===== config.mk =====
export PLATFORM = sky130hd
export DESIGN_NAME = serial_debug_command_bridge
export DESIGN_NICKNAME = d
export VERILOG_FILES = /design/src/design/sdcb_pkg.sv /design/src/design/sdcb_atoi.sv /design/src/design/serial_debug_command_bridge.sv
export SDC_FILE = /design/constraint.sdc
export NUM_CORES = 1
export LEC_CHECK = 0
export BUFFER_PORTS_ARGS = -buffer_cell sky130_fd_sc_hd__buf_2
export CORE_ASPECT_RATIO = 0.7
export CORE_MARGIN = 2
export CORE_UTILIZATION = 29
export CTS_BUF_LIST = sky130_fd_sc_hd__clkbuf_2
export DETAILED_ROUTE_END_ITERATION = 10
export GPL_ROUTABILITY_DRIVEN = 0
export PLACE_DENSITY = 0.5
export SLEW_MARGIN = 0
export SYNTH_ARGS = -nofsm -noshare
export SYNTH_HDL_FRONTEND = slang
export SYNTH_SLANG_ARGS = --single-unit

===== constraint.sdc =====
create_clock -name i_clk -period 4.8 [get_ports i_clk]
set_input_delay 0.48 -clock i_clk [delete_from_list [all_inputs] [get_ports i_clk]]
set_output_delay 0.48 -clock i_clk [all_outputs]
set_load 0.01 [all_outputs]

===== src/design/sdcb_pkg.sv =====
`timescale 1ns / 1ps
// ----------------------------------------------------------------------------
// sdcb_pkg
// shared types, constants and character helpers for the serial debug bridge
// ----------------------------------------------------------------------------
package sdcb_pkg;

    localparam int ADDRESS_DIGITS_DEF = 2;
    localparam int VALUE_DIGITS_DEF   = 3;
    localparam int ADDR_POS           = 2;

    localparam int ADDR_W = 16;
    localparam int VALUE_W = 8;

    // result kinds on the output channel
    localparam logic [1:0] KIND_TX    = 2'd0;
    localparam logic [1:0] KIND_WRITE = 2'd1;
    localparam logic [1:0] KIND_READ  = 2'd2;

    // input command codes
    localparam logic CMD_RX_BYTE   = 1'b0;
    localparam logic CMD_READ_DATA = 1'b1;

    localparam logic [7:0] CHAR_CR     = 8'h0D;
    localparam logic [7:0] CHAR_PROMPT = 8'h3E;
    localparam logic [7:0] CHAR_W_UP   = 8'h57;
    localparam logic [7:0] CHAR_W_LO   = 8'h77;
    localparam logic [7:0] CHAR_R_UP   = 8'h52;
    localparam logic [7:0] CHAR_R_LO   = 8'h72;
    localparam logic [7:0] CHAR_PLUS   = 8'h2B;
    localparam logic [7:0] CHAR_MINUS  = 8'h2D;
    localparam logic [7:0] CHAR_ZERO   = 8'h30;
    localparam logic [7:0] CHAR_NINE   = 8'h39;
    localparam logic [7:0] CHAR_SPACE  = 8'h20;
    localparam logic [7:0] CHAR_TAB    = 8'h09;

    typedef enum logic {
        JOB_READ_DATA,
        JOB_FRAME
    } t_job;

    typedef enum logic [1:0] {
        DIR_READ,
        DIR_WRITE,
        DIR_OTHER
    } t_dir;

    typedef enum logic [1:0] {
        PH_SKIP,
        PH_DIGITS,
        PH_DONE
    } t_phase;

    function automatic logic is_blank(input logic [7:0] c);
        return (c == CHAR_SPACE) || ((c >= CHAR_TAB) && (c <= CHAR_CR));
    endfunction

    function automatic logic is_digit(input logic [7:0] c);
        return (c >= CHAR_ZERO) && (c <= CHAR_NINE);
    endfunction

    function automatic t_dir dir_class(input logic [7:0] c);
        if ((c == CHAR_R_UP) || (c == CHAR_R_LO)) begin
            return DIR_READ;
        end else if ((c == CHAR_W_UP) || (c == CHAR_W_LO)) begin
            return DIR_WRITE;
        end
        return DIR_OTHER;
    endfunction

endpackage


===== src/design/sdcb_atoi.sv =====
`timescale 1ns / 1ps
// ----------------------------------------------------------------------------
// sdcb_atoi
// decimal field converter: blanks, optional sign, digits up to first non-digit
// ----------------------------------------------------------------------------
module sdcb_atoi #(
    parameter int NDIG  = sdcb_pkg::ADDRESS_DIGITS_DEF,
    parameter int OUT_W = sdcb_pkg::ADDR_W
) (
    input  logic [NDIG-1:0][7:0] i_chars,
    output logic [OUT_W-1:0]     o_value
);
    import sdcb_pkg::*;

    always_comb begin
        t_phase           phase;
        logic [OUT_W-1:0] mag;
        logic             neg;
        logic [7:0]       c;
        phase = PH_SKIP;
        mag   = '0;
        neg   = 1'b0;
        for (int i = 0; i < NDIG; i++) begin
            c = i_chars[i];
            case (phase)
                PH_SKIP: begin
                    if (is_blank(c)) begin
                        phase = PH_SKIP;
                    end else if ((c == CHAR_PLUS) || (c == CHAR_MINUS)) begin
                        neg   = (c == CHAR_MINUS);
                        phase = PH_DIGITS;
                    end else if (is_digit(c)) begin
                        mag   = {{(OUT_W-4){1'b0}}, c[3:0]};
                        phase = PH_DIGITS;
                    end else begin
                        phase = PH_DONE;
                    end
                end
                PH_DIGITS: begin
                    if (is_digit(c)) begin
                        // times ten as two shifts, wraps at the field width
                        mag = (mag << 3) + (mag << 1) + {{(OUT_W-4){1'b0}}, c[3:0]};
                    end else begin
                        phase = PH_DONE;
                    end
                end
                default: begin
                    phase = PH_DONE;
                end
            endcase
        end
        o_value = neg ? (~mag + OUT_W'(1)) : mag;
    end

endmodule


===== src/design/serial_debug_command_bridge.sv =====
`timescale 1ns / 1ps
// ----------------------------------------------------------------------------
// serial_debug_command_bridge
// collects serial bytes into command frames and issues bus writes, bus reads
// and the transmitted reply bytes
// ----------------------------------------------------------------------------
//  channel | handshake                | payload
//  --------+--------------------------+---------------------------------------
//  input   | i_in_valid / o_in_ready  | i_cmd, i_rx_byte, i_read_data
//  output  | o_out_valid / i_out_ready| o_kind, o_data_byte, o_bus_address,
//          |                          | o_last
//
// an item that only stores a byte (or is dropped) does not use the command
// slot; an item that completes a frame or returns read data occupies the slot
// until its one to three results, one per load of the single output register,
// have loaded. the next item is taken in the cycle that the slot's final result loads.
// reset clears the byte count, the pending read flag and both valid flags.
// a stall on the output holds the slot and, once it is full, the input.
// ----------------------------------------------------------------------------
module serial_debug_command_bridge #(
    parameter int ADDRESS_DIGITS = sdcb_pkg::ADDRESS_DIGITS_DEF,
    parameter int VALUE_DIGITS   = sdcb_pkg::VALUE_DIGITS_DEF
) (
    input  logic                      i_clk,
    input  logic                      i_rst_n,
    input  logic                      i_in_valid,
    output logic                      o_in_ready,
    input  logic                      i_cmd,
    input  logic [7:0]                i_rx_byte,
    input  logic [7:0]                i_read_data,
    output logic                      o_out_valid,
    input  logic                      i_out_ready,
    output logic [1:0]                o_kind,
    output logic [7:0]                o_data_byte,
    output logic [sdcb_pkg::ADDR_W-1:0] o_bus_address,
    output logic                      o_last
);
    import sdcb_pkg::*;

    localparam int VALUE_POS = ADDR_POS + ADDRESS_DIGITS;
    localparam int FRAME_LEN = VALUE_POS + VALUE_DIGITS + 1;
    localparam int CNT_W     = $clog2(FRAME_LEN);
    localparam logic [CNT_W-1:0] LAST_CNT = CNT_W'(FRAME_LEN - 1);

    // frame bytes shift in at the top, byte 0 ends at index 0
    logic [FRAME_LEN-2:0][7:0] r_frame;
    logic [CNT_W-1:0]          r_count;
    logic                      r_awaiting;

    // command slot
    logic                      r_job_valid;
    t_job                      r_job;
    logic [FRAME_LEN-2:0][7:0] r_job_bytes;
    logic [7:0]                r_job_rd;
    logic [1:0]                r_idx;

    logic                      r_out_valid;
    logic [1:0]                r_out_kind;
    logic [7:0]                r_out_data;
    logic [ADDR_W-1:0]         r_out_addr;
    logic                      r_out_last;

    logic              in_fire;
    logic              out_load;
    logic              job_done;
    logic              is_frame_end;
    logic              new_job;
    logic [ADDR_W-1:0] addr_val;
    logic [VALUE_W-1:0] value_val;
    t_dir              job_dir;

    logic [1:0]        n_kind;
    logic [7:0]        n_data;
    logic [ADDR_W-1:0] n_addr;
    logic              n_last;

    sdcb_atoi #(
        .NDIG  (ADDRESS_DIGITS),
        .OUT_W (ADDR_W)
    ) u_addr_atoi (
        .i_chars (r_job_bytes[ADDR_POS +: ADDRESS_DIGITS]),
        .o_value (addr_val)
    );

    sdcb_atoi #(
        .NDIG  (VALUE_DIGITS),
        .OUT_W (VALUE_W)
    ) u_value_atoi (
        .i_chars (r_job_bytes[VALUE_POS +: VALUE_DIGITS]),
        .o_value (value_val)
    );

    assign job_dir    = dir_class(r_job_bytes[1]);
    assign out_load   = r_job_valid && (!r_out_valid || i_out_ready);
    assign job_done   = out_load && n_last;
    assign o_in_ready = !r_job_valid || job_done;
    assign in_fire    = i_in_valid && o_in_ready;

    assign is_frame_end = (r_count == LAST_CNT);
    // an item that causes results takes the slot
    assign new_job = in_fire && (
        ((i_cmd == CMD_READ_DATA) && r_awaiting) ||
        ((i_cmd == CMD_RX_BYTE) && !r_awaiting && is_frame_end));

    // result for the current slot position
    always_comb begin
        n_kind = KIND_TX;
        n_data = CHAR_CR;
        n_addr = '0;
        n_last = 1'b0;
        if (r_job == JOB_READ_DATA) begin
            case (r_idx)
                2'd0: n_data = r_job_rd;
                2'd1: n_data = CHAR_CR;
                default: begin
                    n_data = CHAR_PROMPT;
                    n_last = 1'b1;
                end
            endcase
        end else begin
            case (job_dir)
                DIR_READ: begin
                    n_kind = KIND_READ;
                    n_data = '0;
                    n_addr = addr_val;
                    n_last = 1'b1;
                end
                DIR_WRITE: begin
                    case (r_idx)
                        2'd0: begin
                            n_kind = KIND_WRITE;
                            n_data = value_val;
                            n_addr = addr_val;
                        end
                        2'd1: n_data = CHAR_CR;
                        default: begin
                            n_data = CHAR_PROMPT;
                            n_last = 1'b1;
                        end
                    endcase
                end
                default: begin
                    if (r_idx != 2'd0) begin
                        n_data = CHAR_PROMPT;
                        n_last = 1'b1;
                    end
                end
            endcase
        end
    end

    // frame collection and pending read
    always_ff @(posedge i_clk) begin
        if (!i_rst_n) begin
            r_count    <= '0;
            r_awaiting <= 1'b0;
        end else if (in_fire) begin
            if (i_cmd == CMD_READ_DATA) begin
                if (r_awaiting) begin
                    r_awaiting <= 1'b0;
                end
            end else if (!r_awaiting) begin
                if (is_frame_end) begin
                    r_count <= '0;
                    if (dir_class(r_frame[1]) == DIR_READ) begin
                        r_awaiting <= 1'b1;
                    end
                end else begin
                    r_count <= r_count + CNT_W'(1);
                end
            end
        end
    end

    always_ff @(posedge i_clk) begin
        if (in_fire && (i_cmd == CMD_RX_BYTE) && !r_awaiting && !is_frame_end) begin
            r_frame <= {i_rx_byte, r_frame[FRAME_LEN-2:1]};
        end
    end

    // command slot
    always_ff @(posedge i_clk) begin
        if (!i_rst_n) begin
            r_job_valid <= 1'b0;
            r_idx       <= '0;
        end else begin
            if (new_job) begin
                r_job_valid <= 1'b1;
                r_idx       <= '0;
            end else if (job_done) begin
                r_job_valid <= 1'b0;
                r_idx       <= '0;
            end else if (out_load) begin
                r_idx <= r_idx + 2'd1;
            end
        end
    end

    always_ff @(posedge i_clk) begin
        if (new_job) begin
            r_job       <= (i_cmd == CMD_READ_DATA) ? JOB_READ_DATA : JOB_FRAME;
            r_job_bytes <= r_frame;
            r_job_rd    <= i_read_data;
        end
    end

    // output register
    always_ff @(posedge i_clk) begin
        if (!i_rst_n) begin
            r_out_valid <= 1'b0;
        end else if (out_load) begin
            r_out_valid <= 1'b1;
        end else if (i_out_ready) begin
            r_out_valid <= 1'b0;
        end
    end

    always_ff @(posedge i_clk) begin
        if (out_load) begin
            r_out_kind <= n_kind;
            r_out_data <= n_data;
            r_out_addr <= n_addr;
            r_out_last <= n_last;
        end
    end

    assign o_out_valid   = r_out_valid;
    assign o_kind        = r_out_kind;
    assign o_data_byte   = r_out_data;
    assign o_bus_address = r_out_addr;
    assign o_last        = r_out_last;

endmodule


---- Word-level counts from Yosys, hierarchy flattened ----
Index checks and enable logic that the tools add are counted.
Widths: inputs -> output; s select.
storage, ports and cells
  bits of input ports ..................... 21
  flip-flop bits (word level) ............. 140
cells by class
  bitwise logic cells ..................... 5
  order comparisons ....................... 20
  reductions and logical operators ........ 53
  add/subtract/negate cells ............... 10
  equality and inequality tests ........... 29
  muxes and demuxes ....................... 90
operators with widths
  operator               number
  $mux 16                8
  $eq 8x6->1 const B     15
  $mux 8                 12
  $pmux 8 s2             5
  $eq 8x7->1 const B     8
  $pmux 16 s2            2
  $mux 2                 21
  $ge 8x4->1 const B     5
  $ge 8x6->1 const B     5
  $le 8x4->1 const B     5
  $le 8x6->1 const B     5
  $mux 1                 35
  $logic_and 1x1->1      20
  $logic_or 1x1->1       17
  $add 16x1->16 const B  1
  $add 16x16->16         1
  $add 16x4->16          1
  $add 8x4->8            2
  $add 8x8->8            2
  $not 16->16            1
  $logic_not 2->1        6
  $eq 2x1->1 const B     5
  $add 8x1->8 const B    1
  $mux 4                 2
  other kinds (14)       22

---- Longest topological paths before layout ----
Gate-level depths: netlist of the first run.
  depth in word-level cells ............... 24
  gate-level depth with buffers ........... 20

---- Cells and area by module ----
Synthesis of the first run repeated with hierarchy kept, for this count alone.
unflattened totals
  cell total of the unflattened synthesis .. 573
  area total of the unflattened synthesis .. 7,124.3 um2
by module, submodules not included
  module                       times used  cells an instance  area an instance (um2)
  serial_debug_command_bridge  1           257                4,792.1
  sdcb_atoi (u_value_atoi)     1           194                1,423.9
  sdcb_atoi (u_addr_atoi)      1           122                908.4

---- Worst setup path before layout of the first run ----
Ideal clock, no wire load.
  path type ............................... reg-to-reg
  start ................................... register r_job_bytes[39] in the netlist's numbering
  end ..................................... register r_out_data[7] (netlist: o_data_byte[7]) (data pin)
  buffers on the path ..................... 0
  data arrival time ....................... 4.651 ns
  setup time .............................. 0.257 ns
  required time ........................... 4.543 ns
  stages on the path, launching flop included .. 20
  setup slack ............................. -0.108 ns
  clock period less this slack ............ 4.908 ns
  path through ............................ edfxtp_1 nor3b_1 nand2_1 nor3b_1 ha_1 ha_1 fa_1 nand2_1 o311ai_0 ha_1 ha_1 nor2b_1 o21ai_0 nor3b_1 o21ai_0 o2111ai_1 or3b_2 o41ai_2 xor2_1 o21ai_1
on the way
  cells in the longest elaborated chain, start to end .. 19
RTL lines
  item                                      line                                RTL
  start, declared                           serial_debug_command_bridge.sv:53   logic [FRAME_LEN-2:0][7:0] r_job_bytes;
  start signal, assigned                    serial_debug_command_bridge.sv:202  r_job_bytes <= r_frame;
  $ge 8x6->1 or $le 8x6->1 (tied branches)  sdcb_pkg.sv:59                      return (c >= CHAR_ZERO) && (c <= CHAR_NINE);
  $logic_and 1x1->1                         sdcb_pkg.sv:59
  $mux 4                                    sdcb_atoi.sv:32                     end else if (is_digit(c)) begin
  $mux 8                                    sdcb_atoi.sv:29                     end else if ((c == CHAR_PLUS) || (c == CHAR_MINUS)) begin
  $mux 8                                    sdcb_atoi.sv:27                     if (is_blank(c)) begin
  $add 8x8->8 or $mux 8 (tied branches)     sdcb_atoi.sv:42, sdcb_atoi.sv:32
  $add 8x4->8 or $mux 8 (tied branches)     sdcb_atoi.sv:42, sdcb_atoi.sv:29
  $mux 8, on equally long branches          sdcb_atoi.sv:40, sdcb_atoi.sv:27
  (+4 left out)                             --
  $pmux 8 s2                                sdcb_atoi.sv:25                     case (phase)
  $not 8->8                                 sdcb_atoi.sv:52                     o_value = neg ? (~mag + OUT_W'(1)) : mag;
  $add 8x1->8                               sdcb_atoi.sv:52
  $mux 8 *                                  sdcb_atoi.sv:52
  $pmux 8 s2 *                              serial_debug_command_bridge.sv:129  case (r_idx)
  $pmux 8 s2 *                              serial_debug_command_bridge.sv:121  case (job_dir)
  $mux 8 *                                  serial_debug_command_bridge.sv:111  if (r_job == JOB_READ_DATA) begin
  net n_data[7]                             serial_debug_command_bridge.sv:73   logic [7:0] n_data;
  end signal, assigned                      serial_debug_command_bridge.sv:221  r_out_data <= n_data;
  end, declared                             serial_debug_command_bridge.sv:59   logic [7:0] r_out_data;
Mark *: on every way through the listed nets, which the timed path passes. The rest lies on a longest branch.
A chain may end at the register's enable or synchronous reset.

---- Worst setup path in the final report of the first run ----
Same ends and word-level chain as after synthesis.

==> flow_summary.ini, run 1 <==
[setup_path]
path_delay_family = simple AND/OR/NAND/NOR gates
cp-end-kind = register
slowest_stage = edfxtp_1
crit_chain = nor3b_4, nand2_1, nor3b_2, ha_1, ha_2, fa_1, nand2_2, o311ai_4, ha_4, ha_4, nor2b_2, o21ai_2, nor3b_2, o21ai_1, o2111ai_1, or3b_4, o41ai_4, xor2_1, o21ai_1
slowest_delay_ns = 0.50
cp.arrival_ns = 5.13
rr_startpoint = r_job_bytes[39]
worstRegToRegCells = 19
crit_buf_inv = 0
worstSetupPathDepth = 19
worstPathMaxFanout = 4
rr_endpoint = o_data_byte[7]
crit_start = r_job_bytes[39]
start_kind = register
cp-endpoint = o_data_byte[7]
setup.worst_path.class = register to register
r2r_slack_ns = 0.12
cp.required_ns = 5.25

[sta]
timing.fmax_ghz = 0.214
period_needed_ns = 4.68
fin_crit_sh_pct = 97.5
finalMaxSlewViolations = 0
max_slew_margin_pct = 37.1
setup_tns_ns = 0
hold_ws_ns = 0.444
tightest_slew_ns = 0.941
setup_viol = 0
fin_skew_ns = 0.0289
hold_viol = 0

[route]
drt-wirelength-per-cell_um = 14.9
drc_errors = 0
dr.first_iter.drc_count = 387
first_pass_iters = 5
drt_wl_total_mm = 14.5
drt-vias-per-instance = 4.78
ant_nets = 0
dr_total_vias = 4675

[global_routing]
grtUsageMet3_pct = 4.21
met2_usage_pct = 16.6
grt_pass1_vias = 4436
use_met1_pct = 17.6
grt_max_degree = 48
antenna_found_initial = 0
busiest_layer = met1
grt.total_usage_pct = 12.0
grt_pass1_wl_mm = 22.9
grt-ovfl-total = 0

[worst_hold_path]
min_delay_path_depth = 0
hold_path_class = register to register
min-delay-start = r_frame[21]

[finish]
antenna_cells = 0
multi_input_area_um2 = 2700
drive_gt1_share_pct = 23.3
regArea_um2 = 4030
nNetsFinal = 711
fill_cells = 2245
fin_area_um2 = 8240
fin_cells = 978
area_growth_pct = 22.7

[clocking]
cts_buffer_depth = 2
cts_max_level = 4
clkTransAtPathRegs_ns = 0.18
tritoncts = done
cts_made_buffers = 17
cts_sinks = 137
insertion_delay_ns = 0.67
root_buffer = clkbuf_2

[placement]
port_buffers = 49
dp.cells = 916
postPlaceCellArea_um2 = 7560
hpwlAfterDp_mm = 10.8

[floorplanning]
rows = 46
start_util_pct = 29.6
die_area_um2 = 24400
die_h_um = 131
fp.dieW_um = 186
fp.coreArea_um2 = 22700
pin_count = 50

[synth]
avgSynthCellArea_um2 = 12.6
yosys_warnings = 0
synth_area_leaders = edfxtp_1, ha_1, dfxtp_1
synth_top_area_cell = edfxtp_1
synthDistinctLibCells = 69
synthCells = 532
synth.top_cell.area_share_pct = 57.7
synth_seq_cells = 137
synthFlopType = edfxtp_1
async_flop_share_pct = 0
syn-num-nets = 590
synthesis.area_um2 = 6710
synth_edf_count = 129
yosysSeqAreaShare_pct = 60.1

[run]
drv_cap = 0

[power]
p_leak_uw = 0.00303
totalPowerFinal_uw = 2040
powerDensity_nw_per_um2 = 248
vdd_drop_max_mv = 0.153

[status]
status = completed
[metal layers]
metal / wire, um / vias to the layer above / part of all wire, %
met5: 0 / - / 0
met1: 7480 / 2238 / 51
met4: 94 / 0 / 0.65
met3: 883 / 14 / 6.1
li1: - / 2300 / -
met2: 6080 / 123 / 42
[how the worst min path moves through the flow]
| stage | slack (ns) | endpoint |
|---|---|---|
| 2_1_floorplan | 0.40 | r_job_bytes[21] |
| 4_1_cts | 0.006 | r_job |
| 3_5_place_dp | 0.41 | r_job_bytes[21] |
| 6_report | 0.44 | r_job_bytes[21] |
| 3_3_place_gp | 0.40 | r_job_bytes[21] |
| 5_1_grt | 0.40 | r_job_rd[1] |
[metrics by stage]
stage               setup WS (ns)  util [%]
floorplan                  0.0330         -
global placement          -0.0104      33.3
detailed placement         -0.134      33.3
CTS                      0.000770      35.4
global route               -0.117      36.3
finish                      0.121      36.3
[timing repair]
item                       4_1_cts  5_1_grt
buffers inserted                 0        8
hold buffers                    21        1
resized for setup                4       30
hold endpoints to repair        22        1
setup endpoints to repair        1        4
pin swaps                        1       23
[power breakdown]
group	leakage, uW	switching, uW	total [uW]	internal, uW
Clock	0.000152	388	678	290
Sequential	0.00127	9.25	1330	1320
Combinational	0.00161	15.6	35.1	19.5
[flip-flops by register name, summed over array words and instances, names as in the netlist]
signal,count
r_job_valid,1
o_last,1
o_kind,2
r_frame,47
r_awaiting,1
o_bus_address,15
o_data_byte,8
o_out_valid,1
r_job_rd,8
r_idx,2
r_job,1
r_count,3
r_job_bytes,47
[cells in the final DEF, fill, tap and decap left out, types with 10 or more instances in the layout]
| master | count |
|---|---|
| a21oi_1 | 24 |
| buf_2 | 49 |
| buf_4 | 38 |
| clkbuf_2 | 21 |
| dlygate4sd3_1 | 22 |
| edfxtp_1 | 129 |
| ha_1 | 26 |
| inv_1 | 30 |
| nand2_1 | 33 |
| nand2b_1 | 10 |
| nor2_1 | 32 |
| nor2b_1 | 14 |
| nor3_1 | 11 |
| o21ai_0 | 23 |
| xnor2_1 | 10 |
[Yosys cell counts, types with 7 or more instances]
master and n:
nand2_1 34, nor2_1 35, o21ai_0 26, nand2b_1 10, nor3b_1 9, inv_1 31, nand4_1 9, ha_1 31
nand3_1 7, dfxtp_1 8, edfxtp_1 129, a21oi_1 27, nor2b_1 15, nor3_1 12, xnor2_1 11, xor2_1 7
a31oi_1 8
[layout make-up]
class | instances | area share [%]
Sequential cell | 137 | 49.0
Multi-Input combinational cell | 356 | 32.8
Timing Repair Buffer | 110 | 9.25
Tap cell | 312 | 4.74
Clock inverter | 11 | 1.56
Inverter | 31 | 1.41
Clock buffer | 21 | 1.28
[cells by family (layout without fill, tap and decap cells)]
kind of cell,Yosys count,count (layout),synth area share [%]
simple gates,169,169,13.8
flops,137,137,60.1
compound gates,128,128,13.2
buf+inv,39,173,2.37
fa+ha+maj,37,37,7.57
xor+xnor,18,18,2.35
mux,4,4,0.596
(Power assumes the default switching activity.)
==> inputs of run 2 (changes only) <==
--- a/config.mk
+++ b/config.mk
@@ -9,7 +9,7 @@
 export CORE_ASPECT_RATIO = 0.7
 export CORE_MARGIN = 2
 export CORE_UTILIZATION = 29
-export CTS_BUF_LIST = sky130_fd_sc_hd__clkbuf_2
+export CTS_BUF_LIST = sky130_fd_sc_hd__clkbuf_8
 export DETAILED_ROUTE_END_ITERATION = 10
 export GPL_ROUTABILITY_DRIVEN = 0
 export PLACE_DENSITY = 0.5
==> run 2 against run 1 <==
Highest routed layer unchanged. Sequential share of layout area increased by 0.46 points. Wire length decreased by 0.14%. Largest power group unchanged. Largest cell class unchanged. Utilization decreased by 0.34 points. Maximum frequency decreased by 0.16%. Cell count decreased by 2.2%. Critical path depth unchanged. Via count decreased by 1.4%.
==> flow_summary.ini, run 2 (synthesis results as in run 1) <==
[status]
status = completed

[global_routing]
antenna_found_initial = 0
grt.total_usage_pct = 12.0
grt_pass1_vias = 4410
grt_pass1_wl_mm = 22.9
grt_max_degree = 48
grt-ovfl-total = 0

[clocking]
insertion_delay_ns = 0.43
clkTransAtPathRegs_ns = 0.07
cts_made_buffers = 17
tritoncts = done
cts_buffer_depth = 2
cts_max_level = 4
cts_sinks = 137
root_buffer = clkbuf_8

[finish]
multi_input_area_um2 = 2700
layout_common_cells = edfxtp_1, buf_2, buf_4
fill_cells = 2241
final_common_cell = edfxtp_1
fin_area_um2 = 8160
area_growth_pct = 21.6
fin_cells = 956
drive_gt1_share_pct = 23.4
antenna_cells = 0
regArea_um2 = 4030
nNetsFinal = 689

[placement]
postPlaceCellArea_um2 = 7560
place_ws_ns = -0.134
dp.cells = 916
port_buffers = 49
hpwlAfterDp_mm = 10.8

[sta]
timing.fmax_ghz = 0.213
tightest_slew_ns = 0.944
fin_ws_ns = 0.113
fin_skew_ns = 0.00986
max_slew_margin_pct = 36.9
finalMaxSlewViolations = 0
hold_ws_ns = 0.224
period_needed_ns = 4.69
hold_viol = 0
setup_tns_ns = 0
fin_crit_sh_pct = 97.6
setup_viol = 0

[route]
first_pass_iters = 5
drt-vias-per-instance = 4.82
drt_wl_total_mm = 14.5
dr_total_vias = 4608
drc_errors = 0
ant_nets = 0
drt-wirelength-per-cell_um = 15.2
dr.first_iter.drc_count = 348

[floorplanning]
die_area_um2 = 24400
fp.dieW_um = 186
die_h_um = 131
start_util_pct = 29.6
rows = 46
pin_count = 50
fp.coreArea_um2 = 22700

[setup_path]
crit_chain = nor3b_4, nand2_1, nor3b_2, ha_1, ha_2, fa_1, nand2_2, o311ai_4, ha_4, ha_4, nor2b_2, o21ai_2, nor3b_2, o21ai_1, o2111ai_1, or3b_4, o41ai_4, xor2_1, o21ai_1
cp.arrival_ns = 4.87
slowest_delay_ns = 0.50
cp-end-kind = register
setup.worst_path.class = register to register
worstRegToRegCells = 19
worstPathMaxFanout = 4
start_kind = register
cp.required_ns = 4.99
slowest_stage = fa_1

[power]
vdd_drop_max_mv = 0.154
p_leak_uw = 0.00299
powerDensity_nw_per_um2 = 277

[worst_hold_path]
min_delay_path_depth = 1
hold_path_class = primary input to register

[run]
drv_cap = 0
[run 2: changes by cell type in the layout (fill, tap and decap cells not counted)]
cell / previous run / this run
clkbuf_2: 21 / 0
clkbuf_8: 0 / 17
dlygate4sd3_1: 22 / 0
inv_1: 30 / 34
[run 2: final cells by class]
type                       count  share of cell area, %
inverter                      31                   1.43
clock inverter                15                   1.76
timing repair buffer          88                   6.64
multi-input combinational    356                   33.1
tap                          312                   4.78
sequential                   137                   49.4
clock buffer                  17                   2.87
[run 2: repair_timing]
action / 4_1_cts / 5_1_grt
buffers inserted: 0 / 8
pin swaps: 1 / 23
gates resized for setup: 5 / 29
endpoints found under the hold margin: 0 / 0
setup endpoints to repair: 1 / 4
hold buffers: 0 / 0
[run 2: per-stage QoR]
step / util, % / power [uW]
floorplan: - / 1360
global placement: 33.3 / 1380
detailed placement: 33.3 / 1380
CTS: 35.1 / 2290
global route: 36.0 / 2360
finish: 36.0 / 2260
[run 2: metal layers]
metal	vias to the layer above	global-route usage (%)	part of all wire, %
met5	-	0	0
met4	0	3.85	0.62
met3	9	4.16	6.2
met2	126	16.4	42
met1	2220	17.7	51
li1	2253	-	-
[run 2: final timing paths]
kind,start,endpoint,slack [ns]
hold reg to reg,r_frame[21],r_job_bytes[21],0.43
hold / removal,i_read_data[7],r_job_rd[7],0.22
setup reg to reg,r_job_bytes[39],o_data_byte[7],0.11
setup / recovery,r_job_bytes[39],o_data_byte[7],0.11
[run 2: power breakdown]
part | leakage [uW] | switching (uW) | internal [uW]
Clock | 0.000208 | 413 | 496
Sequential | 0.00127 | 9.31 | 1320
Combinational | 0.00151 | 13.8 | 8.92
Total | 0.00299 | 437 | 1820
[run 2: worst max-delay path: cells and delay by family (launching register included)]
kind / cells / cell delay (ns)
XOR/XNOR: 1 / 0.18
adder cells (fa/ha/maj): 5 / 1.45
AND/OR/NAND/NOR: 7 / 1.48
AO/OA/AOI/OAI: 6 / 0.88
flip-flops: 1 / 0.46
